File: config.mk
export PLATFORM = sky130hd
export DESIGN_NAME = itlb_ctrl
export DESIGN_NICKNAME = d
export VERILOG_FILES = /design/src/hdl/itlb_pkg.sv /design/src/hdl/itlb_ctrl.sv
export SDC_FILE = /design/constraint.sdc
export NUM_CORES = 1
export LEC_CHECK = 0
export BUFFER_PORTS_ARGS = -buffer_cell sky130_fd_sc_hd__buf_2
export CORE_MARGIN = 2
export CORE_UTILIZATION = 38
export DETAILED_ROUTE_END_ITERATION = 7
export GPL_TIMING_DRIVEN = 1
export PLACE_DENSITY = 0.72
export SYNTH_ARGS = -nofsm -noshare
export SYNTH_HDL_FRONTEND = slang
export SYNTH_SLANG_ARGS = --single-unit
File: constraint.sdc
create_clock -name clk -period 1.29 [get_ports clk]
set_clock_uncertainty 0.1 [all_clocks]
set_input_delay 0.0645 -clock clk [delete_from_list [all_inputs] [get_ports clk]]
set_output_delay 0.0645 -clock clk [all_outputs]
set_load 0.02 [all_outputs]
File: src/hdl/itlb_pkg.sv
// Shared types and constants of the inbound translation table.
// Used by the controller, the datapath and the top level.
// Depends on nothing.
package itlb_pkg;

  localparam int ITLB_ENTRIES      = 64;
  localparam int ITLB_WINDOW_BYTES = 4096;

  localparam int PAGE_BITS   = 14;
  localparam int MAX_ACCESS  = 8;
  localparam int SLOT_BITS   = 6;   // 64-byte slot per entry
  localparam int IDX_BITS    = 6;   // translate index width
  localparam int FRAME_W     = 52;
  localparam int ATTR_W      = 12;
  localparam int FRAME_SHIFT = 12;

  localparam logic [SLOT_BITS-1:0] ATTR_OFFSET = 6'd32;
  localparam logic [3:0]           ATTR_LEN    = 4'd4;

  localparam logic [FRAME_W-1:0] FRAME0_RST = FRAME_W'(64'h8000_0000 >> FRAME_SHIFT);
  localparam logic [ATTR_W-1:0]  ATTR0_RST  = 12'h100;

  localparam logic [63:0] PG_OFFSET_MASK = (64'd1 << PAGE_BITS) - 64'd1;

  typedef enum logic [1:0] {
    FUNC_RD    = 2'd0,
    FUNC_WR    = 2'd1,
    FUNC_XLATE = 2'd2,
    FUNC_BAD   = 2'd3
  } itlb_func_t;

  typedef enum logic [1:0] {
    ST_OK       = 2'd0,
    ST_ADDR_ERR = 2'd1,
    ST_CMD_ERR  = 2'd2
  } itlb_status_t;

  // Controller to datapath.
  typedef struct packed {
    logic load_item;
    logic idx_clr;
    logic clear_step;
    logic wr_step;
    logic rd_issue;
    logic rd_slot;
    logic rd_capture;
    logic tbl_read;
    logic rebuild_wr;
    logic attr_wr;
    logic res_load;
  } itlb_cmd_t;

  // Datapath to controller.
  typedef struct packed {
    itlb_func_t func;
    logic       len_zero;
    logic       len_bad;
    logic       overrun;
    logic       byte_last;
    logic       rb_last;
    logic       rebuild_hit;
    logic       attr_hit;
    logic       clear_last;
  } itlb_sts_t;

endpackage

File: src/hdl/itlb_ctrl.sv
// Sequencer of the inbound translation table: clearing pass, window byte loops,
// entry rebuild, table lookup and output handshake. Depends on itlb_pkg.
module itlb_ctrl
  import itlb_pkg::*;
(
  input  logic      clk,
  input  logic      rst_n,
  input  logic      in_valid,
  output logic      in_ready,
  output logic      out_valid,
  input  logic      out_ready,
  output itlb_cmd_t cmd,
  input  itlb_sts_t sts
);

  typedef enum logic [3:0] {
    S_CLEAR,
    S_IDLE,
    S_DECODE,
    S_RD_ISSUE,
    S_RD_CAP,
    S_WR,
    S_POST_WR,
    S_RB_ISSUE,
    S_RB_CAP,
    S_RB_WR,
    S_TBL,
    S_FINISH
  } state_t;

  state_t state_r, state_nxt;
  logic   out_valid_r;
  logic   out_free;

  assign out_free  = !out_valid_r || out_ready;
  assign in_ready  = (state_r == S_IDLE);
  assign out_valid = out_valid_r;

  always_comb begin
    state_nxt = state_r;
    cmd       = '0;
    unique case (state_r)
      S_CLEAR: begin
        cmd.clear_step = 1'b1;
        if (sts.clear_last) state_nxt = S_IDLE;
      end
      S_IDLE: begin
        if (in_valid) begin
          cmd.load_item = 1'b1;
          state_nxt     = S_DECODE;
        end
      end
      S_DECODE: begin
        unique case (sts.func) inside
          FUNC_RD, FUNC_WR: begin
            if (sts.len_bad || sts.overrun) begin
              state_nxt = S_FINISH;
            end else if (sts.len_zero) begin
              state_nxt = (sts.func == FUNC_RD) ? S_FINISH : S_POST_WR;
            end else begin
              state_nxt = (sts.func == FUNC_RD) ? S_RD_ISSUE : S_WR;
            end
          end
          FUNC_XLATE: state_nxt = S_TBL;
          FUNC_BAD:   state_nxt = S_FINISH;
        endcase
      end
      S_RD_ISSUE: begin
        cmd.rd_issue = 1'b1;
        state_nxt    = S_RD_CAP;
      end
      S_RD_CAP: begin
        cmd.rd_capture = 1'b1;
        state_nxt      = sts.byte_last ? S_FINISH : S_RD_ISSUE;
      end
      S_WR: begin
        cmd.wr_step = 1'b1;
        if (sts.byte_last) state_nxt = S_POST_WR;
      end
      S_POST_WR: begin
        if (sts.rebuild_hit) begin
          cmd.idx_clr = 1'b1;
          state_nxt   = S_RB_ISSUE;
        end else begin
          cmd.attr_wr = sts.attr_hit;
          state_nxt   = S_FINISH;
        end
      end
      S_RB_ISSUE: begin
        cmd.rd_issue = 1'b1;
        cmd.rd_slot  = 1'b1;
        state_nxt    = S_RB_CAP;
      end
      S_RB_CAP: begin
        cmd.rd_capture = 1'b1;
        state_nxt      = sts.rb_last ? S_RB_WR : S_RB_ISSUE;
      end
      S_RB_WR: begin
        cmd.rebuild_wr = 1'b1;
        state_nxt      = S_FINISH;
      end
      S_TBL: begin
        cmd.tbl_read = 1'b1;
        state_nxt    = S_FINISH;
      end
      S_FINISH: begin
        if (out_free) begin
          cmd.res_load = 1'b1;
          state_nxt    = S_IDLE;
        end
      end
      default: state_nxt = S_CLEAR;
    endcase
  end

  always_ff @(posedge clk) begin
    if (!rst_n) begin
      state_r     <= S_CLEAR;
      out_valid_r <= 1'b0;
    end else begin
      state_r <= state_nxt;
      if (cmd.res_load) begin
        out_valid_r <= 1'b1;
      end else if (out_ready) begin
        out_valid_r <= 1'b0;
      end
    end
  end

endmodule

After elaboration in Yosys (flattened, before gate mapping)
Index checks and enable logic that the tools add are counted.
{"block": "classes", "n_eq_ne": 18, "mux": 30, "n_reduce_logical": 11}
{"operator": "4-bit case mux with 11 select lines", "count": 1}
{"operator": "4-bit two-way mux", "count": 10}
{"operator": "1-bit two-way mux", "count": 17}
{"operator": "4-bit by 3-bit == test with 1-bit output (second input constant)", "count": 4}
{"operator": "4-bit == test (second input constant)", "count": 4}
{"operator": "4-bit case mux with 3 select lines", "count": 1}
{"operator": "4-bit by 2-bit == test with 1-bit output (second input constant)", "count": 2}
{"operator": "2-bit != test (second input constant)", "count": 4}
{"operator": "2-bit OR reduction", "count": 4}
{"operator": "2-bit == test (second input constant)", "count": 2}
{"operator": "4-bit by 1-bit == test with 1-bit output (second input constant)", "count": 1}
{"operator": "4-bit logical NOT", "count": 1}
{"operator": "4-bit AND reduction", "count": 1}
{"operator": "3-bit two-way mux", "count": 1}
{"operator": "2-bit by 1-bit == test with 1-bit output (second input constant)", "count": 1}
{"operator": "2-bit logical NOT", "count": 1}
{"operator": "1-bit logical OR", "count": 2}
{"operator": "2-bit nonzero test", "count": 1}
{"operator": "1-bit logical NOT", "count": 1}
{"block": "word_totals", "regBits": 5, "in_bits": 14}

Longest topological paths before layout
{"block": "logic_depth", "word_depth": 6, "mapped_depth": 5}

Least setup slack after synthesis
No wires, ideal clock.
{"block": "synth_path", "path_kind": "reg2out", "from": "register state_r[1]", "to": "output port cmd[10] (netlist name)", "arrival_time_ns": 1.347, "t_required_ns": 1.126, "slack_ns": -0.221, "path_stages_with_launch": 4, "cell_sequence": "dfxtp_1 -> nand2b_1 -> nor3_1 -> and2_1"}
{"element": "start: declaration", "line": "itlb_ctrl.sv:31", "source": "state_t state_r, state_nxt;"}
{"element": "start signal: assignment", "line": "itlb_ctrl.sv:121", "source": "state_r <= state_nxt;"}
{"element": "end: declaration", "line": "itlb_ctrl.sv:12", "source": "output itlb_cmd_t cmd,"}

==> results.txt <==
- Cell Area, Synth: 504 um^2
- Number of primary I/O pins: 27
- For this run, the detailed router's first-pass iteration total came to 4.
* Yosys warning count: 0
- Ratio of cells with drive above 1 in the final layout: 66.1%
- Hold timing on the final database bottoms out at a slack of 105 ps.
- The worst setup path is captured at a primary output.
- After detailed routing, the total wire length is 2820 um.
- The final reports fail on setup timing.
- Compound-gate portion of the synthesized area: 24.6%
- Tcrit/Tclk final: 128%
* Skew-Pair Late Insertion Delay: 260 ps
- Prior to clock tree synthesis, the placed netlist has a worst setup slack of -142 ps.
* Share of synthesized cell area in full adder, half adder and majority cells: 0%
- Leading register cell type out of synthesis: dfxtp_1
* Min Clock Period, post-route: 1650 ps
* Number of enable flip-flop cells after synthesis: 0
* Die extent in y: 40.4 um
* Met3 layer wire length in the routed design: 260 um
- The synthesized design devotes to its leading area cell type 19.9% of total area.
* Leading cell types by total area after synthesis: dfxtp_1 20%, nand2b_1 7.4%, nor2_1 6.7%, nor2b_1 6.2%, nor4b_4 4.7%
- Initial core utilization: 39.7%
* Most instantiated cells after synthesis: 9 x nor2_1, 6 x nand2b_1, 5 x dfxtp_1, 5 x nor2b_1, 3 x nor3_1
- After detailed routing, the number of remaining DRC violations is 0.
- After detailed routing, no signal wire sits above met4.
* Remaining max-slew budget at the tightest pin: 70.0%
- Total of buffers placed on input and output ports: 26
- Final Hold Fails: 0
- Routed wl met2: 1420 um
- After detailed routing, the average wire length per cell comes to 21.2 um.
- Power density normalized to cell area: 1820 nW/um^2
- The sequential cells in the finished layout cover a total of 115 um^2.
* Horiz. Die Dim: 40.4 um
* Worst-case setup margin in the final layout: -357 ps
- Number of nets in the layout: 133
- Arrival time at the worst endpoint: 1480 ps
- Share of synthesized cell area in and, or, nand and nor gates: 44.2%
- After floorplanning, the core was sized to cover 1270 um^2.
- Setup CP Type: flop to primary output
* Pleak: 0.000462 uW
* Max Slew Vio Count: 0
* Area of the die: 1630 um^2
- Clock transition at the registers of the reported paths: 60 ps
- Wire length of the first global-routing pass: 2940 um
- Max-cap viol count: 0
- Number of diodes added for antenna fixing: 0
- DP HPWL: 1280 um
* Combined area of the multi-input logic cells: 513 um^2
- Worst Hold Class: primary input to flop
- Register bit count reported by yosys: 5
- Maximum number of pins on one net before global-route repair: 10
* Yosys top cell by area: dfxtp_1
- Gr ovfl total: 0
- Static timing analysis puts the maximum clock frequency at 607 MHz.
- Slew at the pin closest to its max-slew limit: 448 ps
* Fraction of synthesized area in multiplexers: 4.22%
- Sum Neg Setup Slack: -3170 ps
- Post-synthesis cell type count: 34
- The worst setup path is launched from a flop.
- Post-Synth XOR/XNOR Area: 0%
* Gate Count Post-Synth: 67
- The via count of the first global-routing pass was 675.
- For this block, wires on met1 add up to 1010 um.
- Buffers inserted during clock tree synthesis total 3.
- Detailed Route Iter0 Violations: 57
* Clock sink count: 5
- For this run, the register share of the synthesized area comes to 19.9%.
- Along the worst path, the maximum fanout reaches 4.
* Outcome: finished, violations left
- Layout overhead on the synthesized area: 121%
- The number of nets handed over by synthesis was 81.
- H-Tree Level Count: 1
* Worst-case vdd ir drop: 0.00116 V
* Vias post-DR: 843
* ANT nets after route: 0
* Via density per instance: 6.34
* Syn avg cell area: 7.53 um^2
- Number of buffers on the longest clock path: 2
- The congestion estimate from routability-driven global placement came to 0.852.
* Combinational family with the most area after synthesis: simple AND/OR/NAND/NOR gates
- In this run the clock root is driven by a clkbuf_4.
* RSZ-0062 raised after global routing: yes
* Clock tree from TritonCTS: yes
- Global routing used 28.0% of the available tracks.
- The floorplan has 13 rows.
- After synthesis, the share of flip-flops with an asynchronous set or reset is 0%.
* Final setup violating endpoints: 15
- After filler insertion, the fill cell instance count of the layout stands at 52.
- Most common cell in the synthesized netlist: nor2_1
* Data required time at the worst endpoint: 1130 ps
* Initial antenna violation count: 0
-- what timing repair did --
| action | 4_1_cts | 5_1_grt |
|---|---|---|
| hold buffers | 1 | 0 |
| resized for setup | 40 | 25 |
| pin swaps | 9 | 2 |
| endpoints found under the hold margin | 1 | 0 |
| setup buffers | 5 | 3 |
| endpoints found under the setup margin | 16 | 16 |
-- path summary, 6_finish.rpt --
check	to	slack (ps)	from	cells after the start
setup / recovery	cmd[4]	-360	state_r[2]	4
hold / removal	out_valid	100	out_ready	4
setup reg to reg	state_r[1]	-240	state_r[2]	4
hold reg to reg	out_valid	590	out_valid	3
-- state kept, by name (all words and copies together), names as in the netlist --
register,cells
out_valid,1
state_r,4
-- worst max-delay path, cell delays in order (launching register included) --
cell and delay, ps:
dfxtp_4 380, or2b_1 270, buf_6 150, a211oi_2 250
buf_4 180
-- area by class of cell --
type	count	area share, %
multi-input cells	56	46.0
repair buffers	51	38.9
flip-flops and latches	5	10.3
clock buffers	4	2.36
well taps	15	1.68
inverters	2	0.673
-- routing by layer --
metal,up-vias,global-route usage [%]
met1,390,27.8
met4,0,14.2
li1,357,-
met3,20,9.44
met2,76,50.8
met5,-,0
-- per-stage QoR --
stage / power (uW) / util (%) / instances / instance area [um^2]
floorplan: 794 / - / 67 / 523
global placement: 1150 / 61.1 / 120 / 776
detailed placement: 1170 / 61.1 / 120 / 776
CTS: 1630 / 78.0 / 130 / 990
global route: 2090 / 87.9 / 133 / 1110
finish: 2030 / 87.9 / 133 / 1110
-- report_power, final --
| group | switching [uW] | internal [uW] | leakage, uW | total, uW |
|---|---|---|---|---|
| registers | 80.6 | 222 | 0.0000436 | 303 |
| clock network | 82.9 | 118 | 0.0000150 | 201 |
| logic | 764 | 762 | 0.000404 | 1530 |
| total | 927 | 1100 | 0.000462 | 2030 |
-- cell usage in the layout, fill, tap and decap left out, types with 3 or more instances in the layout --
cell      netlist  routed
buf_4           1      17
buf_6           1      17
buf_2           2      14
nor2_1          9       5
nor2_4          0       4
nand2b_1        6       4
dfxtp_4         0       4
nor2b_1         5       3
clkbuf_4        0       3
-- kinds of logic after synthesis --
group,Yosys count
flops,5
simple gates,37
compound gates,17
mux,2
buf+inv,6
No activity file was read; power rests on OpenSTA's default activity.
